### config.mk
export PLATFORM = sky130hd
export DESIGN_NAME = sfc_plane_regs
export DESIGN_NICKNAME = d
export VERILOG_FILES = /design/src/rtl/core/sfc_pkg.sv /design/src/rtl/core/sfc_plane_regs.sv
export SDC_FILE = /design/constraint.sdc
export NUM_CORES = 1
export LEC_CHECK = 0
export BUFFER_PORTS_ARGS = -buffer_cell sky130_fd_sc_hd__buf_4
export CAP_MARGIN = 5
export CORE_UTILIZATION = 44
export CTS_CLUSTER_SIZE = 25
export DETAILED_ROUTE_END_ITERATION = 6
export PLACE_DENSITY = 0.76
export SLEW_MARGIN = 5
export SYNTH_ARGS = -nofsm -noshare
export SYNTH_HDL_FRONTEND = slang
export SYNTH_SLANG_ARGS = --single-unit
### constraint.sdc
create_clock -name clk -period 0.8 [get_ports clk]
set_input_delay 0.12 -clock clk [delete_from_list [all_inputs] [get_ports clk]]
set_output_delay 0.12 -clock clk [all_outputs]
set_load 0.005 [all_outputs]
### src/rtl/core/sfc_pkg.sv
`default_nettype none

package sfc_pkg;

    // Geometry of the test
    localparam int NUM_PLANES           = 6;
    localparam int COORD_WIDTH          = 16;
    localparam int NORMAL_FRACTION_BITS = 14;
    localparam int NUM_SPHERES          = 2;

    // Plane register layout: nx, ny, nz, w, each PF bits
    localparam int PF            = 16;
    localparam int PLANE_W       = 4 * PF;
    localparam int RADIUS_W      = COORD_WIDTH - 1;
    localparam int CFG_IDX_W     = $clog2(NUM_PLANES + 1);

    // Exact datapath widths
    localparam int PROD_W        = PF + COORD_WIDTH;
    localparam int DIFF_W        = ((PF > COORD_WIDTH) ? PF : COORD_WIDTH) + 1;
    localparam int OFS_SH_W      = DIFF_W + NORMAL_FRACTION_BITS;
    localparam int SUM_W         = ((PROD_W > OFS_SH_W) ? PROD_W : OFS_SH_W) + 2;

    typedef logic [NUM_PLANES-1:0][PLANE_W-1:0] plane_array_t;

    typedef struct packed {
        logic signed [COORD_WIDTH-1:0] cx;
        logic signed [COORD_WIDTH-1:0] cy;
        logic signed [COORD_WIDTH-1:0] cz;
        logic        [RADIUS_W-1:0]    r;
    } sphere_t;

    // Stage load enables handed to every lane
    typedef struct packed {
        logic s1_en;
        logic s2_en;
    } pipe_ctl_t;

endpackage

`default_nettype wire

### src/rtl/core/sfc_plane_regs.sv
`default_nettype none

module sfc_plane_regs (
    input  wire logic                          clk,
    input  wire logic                          rst_n,
    input  wire logic                          cfg_valid,
    output logic                               cfg_ready,
    input  wire logic [sfc_pkg::CFG_IDX_W-1:0] cfg_index,
    input  wire logic [sfc_pkg::PLANE_W-1:0]   cfg_data,
    output sfc_pkg::plane_array_t              planes
);
    import sfc_pkg::*;

    plane_array_t planes_reg;
    plane_array_t planes_next;

    assign cfg_ready = 1'b1;
    assign planes    = planes_reg;

    // Decode the write; drop indexes past the last plane
    always_comb
    begin
        planes_next = planes_reg;
        for (int p = 0; p < NUM_PLANES; p++)
        begin
            if (cfg_valid && (cfg_index == CFG_IDX_W'(p)))
            begin
                planes_next[p] = cfg_data;
            end
        end
    end

    always_ff @(posedge clk or negedge rst_n)
    begin
        if (!rst_n)
        begin
            planes_reg <= '0;
        end
        else
        begin
            planes_reg <= planes_next;
        end
    end

endmodule

`default_nettype wire

## After elaboration in Yosys (flattened, before gate mapping)

Index checks and enable logic that the tools add are counted.

| storage, ports and cells | value |
|---|---|
| register bits | 384 |
| latch bits | 0 |
| RAM bits | 0 |
| memory bits (read-only) | 0 |
| bits of input ports | 70 |
| output and inout port bits | 385 |
| logic and storage cells | 18 |
| memories kept | 0 |

| cells by class | value |
|---|---|
| add/subtract/negate cells | 0 |
| $mul | 0 |
| divide/modulo/power cells | 0 |
| $lt $le $gt $ge | 0 |
| eq/ne operators | 5 |
| shift operators | 0 |
| multiplexer cells | 0 |
| bitwise logic cells | 0 |
| reduce and logical (&&, ||, !) cells | 7 |

Operators by type and width:

| operator | count |
|---|---|
| 3-bit by 2-bit == test with 1-bit output, second input constant | 2 |
| 3-bit == test, second input constant | 2 |
| 1-bit logical AND | 6 |
| 3-bit by 1-bit == test with 1-bit output, second input constant | 1 |
| 3-bit zero test | 1 |

## Longest topological paths before layout

| logic depth | value |
|---|---|
| depth in word-level cells | 2 |
| mapped depth | 4 |
| depth with buffers taken out | 2 |

## Least setup slack after synthesis

No wires, ideal clock.

| timing | value |
|---|---|
| path kind | input port to flip-flop |
| start | input cfg_index[0] in the netlist's numbering |
| end | register planes_reg, in the netlist planes[10] |
| library setup time | 0.125 ns |
| arrival time | 1.071 ns |
| required time | 0.675 ns |
| setup slack | -0.396 ns |
| cell stages on the path | 4 |
| path buffers | 2 |
| cell sequence | nor4b_2 > buf_6 > buf_12 > mux2_2 |

| on the way | value |
|---|---|
| word-level cells in the longest chain between the ends | 2 |

Ends and longest elaborated chain:

| element | RTL line | text |
|---|---|---|
| start, declared | sfc_plane_regs.sv:8 | `input wire logic [sfc_pkg::CFG_IDX_W-1:0] cfg_index,` |
| 3-bit zero test | sfc_plane_regs.sv:26 | `if (cfg_valid && (cfg_index == CFG_IDX_W'(p)))` |
| 1-bit logical AND | sfc_plane_regs.sv:26 |  |
| end signal, assigned | sfc_plane_regs.sv:41 | `planes_reg <= planes_next;` |
| end, declared | sfc_plane_regs.sv:14 | `plane_array_t planes_reg;` |

No other way between the ends.
A chain may end at the register's enable or synchronous reset.

## Final worst setup path

| timing | value |
|---|---|
| start | register planes_reg, in the netlist planes[171] |
| end | output planes[171] in the netlist's numbering |

RTL lines:

| element | RTL line | text |
|---|---|---|
| end, declared | sfc_plane_regs.sv:10 | `output sfc_pkg::plane_array_t planes` |

No word-level cell between the ends.

==> flow_summary.ini <==
[outcome]
status = finished with violations
violations = hold timing, setup timing

[placement]
dp.cells = 1743
port_buffers = 453
routabilityCongestion = 0.780
dpl.hpwl_mm = 27.1

[finish]
largest_reg_flops = 384
syn2layout_area_growth_pct = 75.2
fin_cells = 2158
final_layout_size_suffix_gt1_frac = 0.729
nets = 1748
fillers = 1665
antenna_cells = 0

[detailed_routing]
avgViaCountPerCell = 5.20
drtPass1Iterations = 5
vias = 11220
ant_nets = 0
drc = 0
drt_iter0_markers = 538
wl_per_cell_um = 28.0
wl_mm = 60.4

[sta]
fin_ws_ps = -442
hold_ws_ps = -16.4
setup_viol = 752
period_share = 1.55
hold_violations = 8
max_freq_ghz = 0.805
setup_tns_ps = -188240
fin_skew_ps = 0
rsz0062_at_grt = true
slew_violations = 0
post-route-min-period_ps = 1240

[worst_setup_path]
ff2ff_setup_slack_ps = -280
cp-end-kind = output pin
cp_data_arrival_time_ps = 1120
crit_path_max_incr_delay_ps = 430
cp_cell_sequence = buf_6
cp_max_fo = 2
rr_worst_depth = 3
startpoint_type = register
critPathTopFamily = flip-flops
cp_slowest_cell = dfrtp_1
crit_type = register to output pin
reg2reg_from = planes[171]
crit_required_ps = 680
r2r-end = planes[171]
worst-path-buf-inv = 1
critical_path_depth = 1

[yosys]
syn-num-nets = 888
synth.cell_area_sq_um = 15400
synth_area_per_cell_sq_um = 18.8
synthTopCellsByArea = dfrtp_1, mux2_4, mux2_2
ys_types = 11
netlist.area_leader.share = 0.626
synth_area_leader_cell = dfrtp_1
synthCells = 818
ys_warn_count = 0
ys_seq_elements = 384
seq_area_frac_synth = 0.626

[power_and_ir_drop]
finalPower_mw = 72.7
peakVddDrop_mv = 2.16
pwr_density_cell_nw_per_um2 = 2700
p_leak_nw = 13.1

[cts]
numCtsBuffers = 42
clk_latency_ps = 540
cts-root-buf = clkbuf_16
path_clk_slew_ps = 60
cts_tree = yes
cts.hold.buffers_added = 65
cts_buffer_depth = 3
clock_sinks = 384
htree_levels = 2

[global_routing]
grt_pass1_vias = 12071
antenna_found_initial = 0
grt_max_degree = 57
grt_use_total = 0.287
grt_pass1_wl_mm = 76.9
grt.overflow.total = 0

[run]
maxCapViolCount = 0

[die]
coreArea_sq_um = 34500
fp.dieArea_sq_um = 35600
die_w_um = 189
row_count = 68
pin_count = 455
die_y_um = 189
initial_core_util = 0.446

[min_path]
hold_path_class = input port to async pin
==> power breakdown <==
group | total [mW] | switching (mW) | internal [mW]
Combinational | 25.2 | 7.39 | 17.8
Clock | 19.6 | 8.12 | 11.5
Sequential | 27.9 | 4.16 | 23.7
Total | 72.7 | 19.7 | 53.0
==> stage by stage <==
| stage | setup WS, ps | area, sq um | util |
|---|---|---|---|
| after floorplan | -365 | 15700 | - |
| after detailed placement | -660 | 19800 | 0.573 |
| final | -442 | 26900 | 0.780 |
| after CTS | -416 | 25000 | 0.726 |
| after global placement | -630 | 19800 | 0.573 |
| after global routing | -471 | 26900 | 0.780 |
==> what timing repair did <==
| item | in CTS | in global routing |
|---|---|---|
| cloned | 10 | 17 |
| setup endpoints to repair | 741 | 719 |
| pin swaps | 2 | 3 |
| endpoints found under the hold margin | 768 | 8 |
| gates resized for setup | 448 | 228 |
| buffers inserted | 169 | 161 |
==> cells in the final DEF, fill, tap and decap left out, drive strengths merged <==
| cell type | count |
|---|---|
| buf | 780 |
| dfrtp | 384 |
| mux2 | 384 |
| clkbuf | 75 |
| dlygate4sd3 | 65 |
| and4bb | 3 |
| clkinv | 3 |
| nand4b | 2 |
| bufinv | 2 |
| inv | 2 |
| nor4b | 1 |
| conb | 1 |
| clkinvlp | 1 |
==> synthesized netlist by cell type <==
master and n:
buf_12 24, conb_1 1, buf_6 4, buf_2 2, mux2_4 190, nand4b_1 2
mux2_2 194, nor4b_2 1, dfrtp_1 384, and4bb_1 3, buf_4 13
==> layout make-up <==
cell class | instances | area, sq um | area share
clock inverter | 8 | 100 | 0.00372
tap | 455 | 569 | 0.0212
timing repair buffer | 859 | 9810 | 0.365
multi-input combinational | 391 | 5550 | 0.206
clock buffer | 61 | 1260 | 0.0467
sequential | 384 | 9610 | 0.357
==> kinds of logic (layout without fill, tap and decap cells) <==
kind of cell / Yosys count / count (layout) / synth area share
multiplexers: 384 / 384 / 0.328
flip-flops: 384 / 384 / 0.626
AND/OR/NAND/NOR: 6 / 6 / 0.00456
buffers and inverters: 43 / 928 / 0.0412
other: 1 / 1 / 0.000244
==> how the worst max path moves through the flow <==
| stage | start | end | slack (ps) |
|---|---|---|---|
| 6_report | planes[171] | planes[171] | -440 |
| 2_1_floorplan | cfg_index[1] | planes[0] | -360 |
| 3_3_place_gp | cfg_index[1] | planes[1] | -630 |
| 3_5_place_dp | cfg_index[1] | planes[205] | -660 |
| 4_1_cts | planes[15] | planes[15] | -420 |
| 5_1_grt | planes[106] | planes[106] | -470 |
==> layer usage <==
| layer | wire length (um) | vias up | GRT usage |
|---|---|---|---|
| li1 | - | 4612 | - |
| met2 | 31800 | 511 | 0.519 |
| met4 | 3060 | 0 | 0.126 |
| met3 | 3210 | 150 | 0.0548 |
| met5 | 0 | - | 0 |
| met1 | 22300 | 5947 | 0.329 |
(Power assumes the default switching activity.)
