[config.mk]
export PLATFORM = sky130hd
export DESIGN_NAME = sfc_lane
export DESIGN_NICKNAME = d
export VERILOG_FILES = /design/src/rtl/core/sfc_pkg.sv /design/src/rtl/core/sfc_lane.sv
export SDC_FILE = /design/constraint.sdc
export NUM_CORES = 2
export LEC_CHECK = 0
export BUFFER_PORTS_ARGS = -buffer_cell sky130_fd_sc_hd__buf_2
export CAP_MARGIN = 20
export CORE_MARGIN = 4
export CORE_UTILIZATION = 40
export CTS_CLUSTER_DIAMETER = 200
export DETAILED_ROUTE_END_ITERATION = 16
export PLACE_DENSITY_LB_ADDON = 0.3
export REMOVE_ABC_BUFFERS = 1
export SETUP_SLACK_MARGIN = 0.05
export SLEW_MARGIN = 20
export SYNTH_ARGS = -nofsm -noshare
export SYNTH_HDL_FRONTEND = slang
export SYNTH_SLANG_ARGS = --single-unit
[constraint.sdc]
create_clock -name clk -period 12.2 [get_ports clk]
set_clock_uncertainty 0.2 [all_clocks]
set_input_delay 0.61 -clock clk [delete_from_list [all_inputs] [get_ports clk]]
set_output_delay 0.61 -clock clk [all_outputs]
set_load 0.02 [all_outputs]
[src/rtl/core/sfc_pkg.sv]
`default_nettype none

package sfc_pkg;

    // Geometry of the test
    localparam int NUM_PLANES           = 6;
    localparam int COORD_WIDTH          = 16;
    localparam int NORMAL_FRACTION_BITS = 14;
    localparam int NUM_SPHERES          = 2;

    // Plane register layout: nx, ny, nz, w, each PF bits
    localparam int PF            = 16;
    localparam int PLANE_W       = 4 * PF;
    localparam int RADIUS_W      = COORD_WIDTH - 1;
    localparam int CFG_IDX_W     = $clog2(NUM_PLANES + 1);

    // Exact datapath widths
    localparam int PROD_W        = PF + COORD_WIDTH;
    localparam int DIFF_W        = ((PF > COORD_WIDTH) ? PF : COORD_WIDTH) + 1;
    localparam int OFS_SH_W      = DIFF_W + NORMAL_FRACTION_BITS;
    localparam int SUM_W         = ((PROD_W > OFS_SH_W) ? PROD_W : OFS_SH_W) + 2;

    typedef logic [NUM_PLANES-1:0][PLANE_W-1:0] plane_array_t;

    typedef struct packed {
        logic signed [COORD_WIDTH-1:0] cx;
        logic signed [COORD_WIDTH-1:0] cy;
        logic signed [COORD_WIDTH-1:0] cz;
        logic        [RADIUS_W-1:0]    r;
    } sphere_t;

    // Stage load enables handed to every lane
    typedef struct packed {
        logic s1_en;
        logic s2_en;
    } pipe_ctl_t;

endpackage

`default_nettype wire

[src/rtl/core/sfc_lane.sv]
`default_nettype none

// One sphere against one plane: flags distance strictly above radius.
module sfc_lane (
    input  wire logic                        clk,
    input  wire sfc_pkg::pipe_ctl_t          ctl,
    input  wire sfc_pkg::sphere_t            sphere,
    input  wire logic [sfc_pkg::PLANE_W-1:0] plane,
    output logic                             over
);
    import sfc_pkg::*;

    logic signed [PF-1:0]     nx;
    logic signed [PF-1:0]     ny;
    logic signed [PF-1:0]     nz;
    logic signed [PF-1:0]     w;

    logic signed [PROD_W-1:0] px_reg, px_next;
    logic signed [PROD_W-1:0] py_reg, py_next;
    logic signed [PROD_W-1:0] pz_reg, pz_next;
    logic signed [DIFF_W-1:0] ofs_reg, ofs_next;
    logic signed [SUM_W-1:0]  sum;
    logic                     over_reg, over_next;

    assign nx = $signed(plane[PF-1:0]);
    assign ny = $signed(plane[2*PF-1:PF]);
    assign nz = $signed(plane[3*PF-1:2*PF]);
    assign w  = $signed(plane[4*PF-1:3*PF]);

    // Stage 1: three exact products and the offset minus radius
    always_comb
    begin
        px_next  = PROD_W'(nx) * PROD_W'(sphere.cx);
        py_next  = PROD_W'(ny) * PROD_W'(sphere.cy);
        pz_next  = PROD_W'(nz) * PROD_W'(sphere.cz);
        ofs_next = DIFF_W'(w) - DIFF_W'($signed({1'b0, sphere.r}));
    end

    // Stage 2: n.c + (w - r) * 2^F > 0 means the sphere is fully outside
    always_comb
    begin
        sum = SUM_W'(px_reg) + SUM_W'(py_reg) + SUM_W'(pz_reg)
            + (SUM_W'(ofs_reg) <<< NORMAL_FRACTION_BITS);
        over_next = !sum[SUM_W-1] && (sum != '0);
    end

    always_ff @(posedge clk)
    begin
        if (ctl.s1_en)
        begin
            px_reg  <= px_next;
            py_reg  <= py_next;
            pz_reg  <= pz_next;
            ofs_reg <= ofs_next;
        end
        if (ctl.s2_en)
        begin
            over_reg <= over_next;
        end
    end

    assign over = over_reg;

endmodule

`default_nettype wire

; Yosys cells after proc, flatten, opt, wreduce, memory -nomap -nowiden
; Cells that the tools add are included.
[op_classes]
addsub = 4
mul = 3
div = 0
order_cmp = 0
eq_ne = 0
n_shift = 0
muxes = 0
n_bitwise = 0
reduce_logical = 3
[ops]
columns = op, n
row1 = $mul A16 B16 Y32, 3
row2 = $add A33 B32 Y34, 1
row3 = $add A34 B31 Y34, 1
row4 = $reduce_bool A34 Y1, 1
row5 = $add A32 B32 Y33, 1
row6 = $sub A16 B16 Y17, 1
row7 = $logic_and A1 B1 Y1, 1
row8 = $logic_not A1 Y1, 1
[totals]
register_bits = 114
latch_bits = 0
ramBits = 0
rom_bits = 0
input_bits = 130
word_cells = 15
mem_count = 0

; Logic depth before layout (Yosys ltp)
[logic_depth]
ltp_word = 5
depth_mapped = 25
depth_no_buf = 23

; Worst setup path before layout
; OpenSTA, ideal clock, no wires.
[synth_path]
kind = input-to-reg
startpoint = input plane[47] (netlist bit)
endpoint = register pz_reg[31] (data pin)
setup_ns = 0.260
t_arrival_ns = 6.195
required_ns = 11.740
setup_slack_ns = 5.545
stages = 22
path_buffers = 1
path_cell_list = clkbuf_1 > nand2_1 > inv_1 > fa_1 > fa_1 > fa_1 > fa_1 > fa_1 > inv_1 > fa_1 > inv_1 > ha_1 > inv_1 > a31oi_1 > o21a_1 > o211ai_1 > a21boi_0 > a311oi_1 > o21ai_0 > o21a_1 > nor2_1 > xnor2_1
[synth_between]
elab_chain_cells = 1
[synth_lines]
columns = element, line_no
row1 = start: declaration, sfc_lane.sv:8  ; input wire logic [sfc_pkg::PLANE_W-1:0] plane,
row2 = $mul A16 B16 Y32, sfc_lane.sv:35  ; pz_next = PROD_W'(nz) * PROD_W'(sphere.cz);
row3 = named net pz_next[31], sfc_lane.sv:20  ; logic signed [PROD_W-1:0] pz_reg, pz_next;
row4 = end signal: assignment, sfc_lane.sv:53  ; pz_reg <= pz_next;
row5 = end: declaration, sfc_lane.sv:20
; The timed path passes the listed nets, and every way through them passes these cells.
; A chain may end at the register's enable or synchronous reset.

; Worst setup path in the final report
[layout_path]
startpoint = input sphere[16] (netlist bit)
endpoint = register pz_reg[31] (data pin)
[layout_between]
elab_chain_cells = 1
[layout_lines]
columns = element, line_no
row1 = start: declaration, sfc_lane.sv:7  ; input wire sfc_pkg::sphere_t sphere,
row2 = $mul A16 B16 Y32, sfc_lane.sv:35
row3 = named net pz_next[31], sfc_lane.sv:20
; The timed path passes the listed nets, and every way through them passes these cells.

==> impl_results.md <==
- Post-synth top flop: sky130_fd_sc_hd__edfxtp_1
- FP Rows: 110
- Most frequent standard cell in the layout excluding fill and tap cells: sky130_fd_sc_hd__inv_1
- Violation count after the first detailed-route iteration: between 1500 and 2000
- Detailed Route WL: 86060 um
- Critical Path Most Common Cell: sky130_fd_sc_hd__fa_1
- Starting Density: 40.45%
- Vias in the first global route: 27190
- Via count of the routed design: 25220
- Detail-routed via count per cell: about 5
- Clock tree from TritonCTS: built
- Cell at the root of the clock tree: sky130_fd_sc_hd__clkbuf_16
- Capture point of the worst reg-to-reg path: over
- Count of flip-flops with a built-in enable after synthesis: 114
- Die Width: about 310 um
- Remaining antenna violation count after routing: 0
- Share of async-settable or async-resettable flops after synthesis: 0%
- Required time of the critical path: 12.16 ns
- Number of hold-repair buffers added at the cts stage: 0
- Die footprint: 96190 sq um
- Number of endpoints failing setup at the final stage: 0
- Final weighted congestion in routability-driven placement: 0.8845
- Area post-placement: 38240 sq um
- Final cycle utilization of the critical path: 55.80%
- Share of final-layout standard cells stronger than drive strength 1: 4.699%
- Data arrival at the endpoint of the critical path: 6.76 ns
- Flop-to-flop setup slack: 6.99 ns
- Count of cells along the worst hold path: 1
- Most congested layer reported by global routing: met2
- Type of origin of the critical path: input port
- Cell-by-cell trace of the critical path: buf_2 > nand2_1 > inv_1 > fa_1 > fa_1 > fa_1 > fa_1 > fa_1 > inv_1 > fa_1 > inv_1 > ha_1 > inv_1 > a31oi_1 > o21a_1 > o211ai_1 > a21boi_0 > a311oi_1 > o21ai_0 > o21a_1 > nor2_1 > xnor2_1
- Number of slew-limit violations in the final report: 0
- Fraction of the yosys area taken by sequential cells: a little under a tenth
- Slowest Stage Delay on Critical Path: roughly 0.94 ns
- Most used cells in the layout excluding fill and tap cells: 887 x sky130_fd_sc_hd__inv_1, 839 x sky130_fd_sc_hd__fa_1, 410 x sky130_fd_sc_hd__nand2_1, 375 x sky130_fd_sc_hd__and2_1, 305 x sky130_fd_sc_hd__ha_1
- Post-synthesis instance area: 36520 sq um
- Number of H-tree levels: 4
- GRT overflow: 0
- I/O pin total: 131
- Number of instances in the synthesized netlist: 3798
- Worst rel slew slack: 32.76%
- Number of buffers between clock root and the deepest sink: 2
- Top cell type's share of synthesized area: 45.99%
- Post-route cell area: 38820 sq um
- Met1 Resource Use GR: 26.48%
- Total of flip-flops plus latches after synthesis: 114
- Number of port buffers: 130
- Buf/Inv on CP: 5
- Routing usage on met3: around 2.2%
- Kind of path behind the tightest hold check: in -> reg
- Pin slew with the least headroom to its limit: 1.009 ns
- Core region area: 90290 sq um
- Total of warnings raised by yosys: 0
- Critical register-to-register path startpoint: pz_reg[2]
- Pre-antenna DRT Iters: 5
- Clock sinks: around 110
- Fmax: about 150 MHz
- Mean area per synthesized cell: ~9.6 sq um
- Outcome: complete, no violations
- Clock transition at the registers of the reported paths: 0.06 ns
- WS Path Type: in -> reg
- Clock Latency Late Sink: about 0.42 ns
- Gr usage total: 18.83%
- DPL Wire Length: between 70000 and 80000 um
- Number of fill cells in the layout: 8812
- Number of antenna violations at the first check in global routing: 5
- Final worst path period need: 6.808 ns
- Crit path max-delay family: adder cells
- Postcts setup bufs: 0
- Crit path setup slack, layout: 5.392 ns
- Worst slack at placement: 4.942 ns
- Total CTS buffers: 17
- Nature of the critical path endpoint: flip-flop
- Maximum fanout encountered on the critical timing path: 16
- Start point of the worst hold path: ctl[0]
- Synth-to-layout area growth: 6.311%
- Pin count of the biggest net entering global routing: 80
- Max-cap check violation count: 0
- Biggest area contributors in the synthesized netlist: sky130_fd_sc_hd__fa_1 46%, sky130_fd_sc_hd__ha_1 10%, sky130_fd_sc_hd__edfxtp_1 9.4%
- RSZ-0062 raised after global routing: no
- Top cell type by total area after synthesis: sky130_fd_sc_hd__fa_1
- Terminating pin of the worst hold path: over
- GR Layer Usage met2: 31.23%
- Final-layout setup total negative slack: 0 ns
- Global-route wire length before repair: 142800 um
- Worst reg-to-reg path cell count: 14
- Count of nets after finishing: 5113
- Post-synth cell types: 70
- Die Ht: approximately 310 um
- Final Hold Violating Endpoints: 0
- Routed length per instance: between 15 and 20 um
- Cell at the slowest stage of the critical path: sky130_fd_sc_hd__fa_1
- DRC viols: 0
- Post-CTS resize count: 0
==> metrics by stage <==
stage	utilization [%]	instances	hold WS (ns)
after floorplan	-	3689	0.5225
after global placement	42.35	4996	0.6173
after detailed placement	42.35	4996	0.6168
after CTS	43.00	5028	0.1651
after global routing	43.00	5029	0.1700
final	43.00	5029	0.1816
==> worst max path at each step <==
stage	start	end	slack, ns	depth (start not counted)
final	sphere[16]	pz_reg[31]	5.39	22
after global routing	sphere[16]	pz_reg[31]	4.98	22
after CTS	sphere[16]	pz_reg[31]	5.40	22
after detailed placement	sphere[16]	pz_reg[31]	4.94	22
after global placement	sphere[16]	pz_reg[31]	5.07	22
after floorplan	plane[47]	pz_reg[31]	5.78	21
==> Yosys cell counts, types with 8 or more instances <==
master,n
sky130_fd_sc_hd__inv_1,887
sky130_fd_sc_hd__nand2b_1,28
sky130_fd_sc_hd__edfxtp_1,114
sky130_fd_sc_hd__nand3_1,32
sky130_fd_sc_hd__nor2b_1,15
sky130_fd_sc_hd__and2_1,375
sky130_fd_sc_hd__nor3_1,27
sky130_fd_sc_hd__fa_1,839
sky130_fd_sc_hd__a21o_1,31
sky130_fd_sc_hd__o21bai_1,18
sky130_fd_sc_hd__ha_1,305
sky130_fd_sc_hd__clkbuf_1,106
sky130_fd_sc_hd__a31oi_1,11
sky130_fd_sc_hd__o21a_1,17
sky130_fd_sc_hd__o21ai_0,67
sky130_fd_sc_hd__a211oi_1,16
sky130_fd_sc_hd__a21oi_1,103
sky130_fd_sc_hd__or3_1,8
sky130_fd_sc_hd__nor2_1,130
sky130_fd_sc_hd__xnor2_1,104
sky130_fd_sc_hd__o211ai_1,11
sky130_fd_sc_hd__nand2_1,410
sky130_fd_sc_hd__xor2_1,24
sky130_fd_sc_hd__and3_1,10
==> metal layers <==
metal	up-vias	routed length, um
met1	12980	37940
met3	114	4235
met4	0	2391
li1	11570	-
met5	-	0
met2	561	41500
==> area by class of cell <==
class                           count  area (sq um)  area share [%]
Multi-Input combinational cell   2688         29350           75.61
Sequential cell                   114          3423           8.818
Inverter                          887          3329           8.576
Tap cell                         1176          1471           3.790
Timing Repair Buffer              131         660.6           1.702
Clock buffer                       18         429.2           1.105
Clock inverter                     14         153.9          0.3964
Antenna cell                        1         2.502        0.006446
==> cell families (layout without fill, tap and decap cells) <==
family | after synthesis | after routing | synth area share, %
flip-flops | 114 | 114 | 9.374
other | 0 | 1 | 0
AND/OR/NAND/NOR | 1066 | 1066 | 14.46
adder cells (fa/ha/maj) | 1144 | 1144 | 56.44
buffers and inverters | 996 | 1050 | 10.25
XOR/XNOR | 128 | 128 | 3.070
multiplexers | 5 | 5 | 0.1371
AO/OA/AOI/OAI | 345 | 345 | 6.267
Power is not shown: default switching activity piles up to over one toggle a cycle in this logic, so the estimate is an artifact.
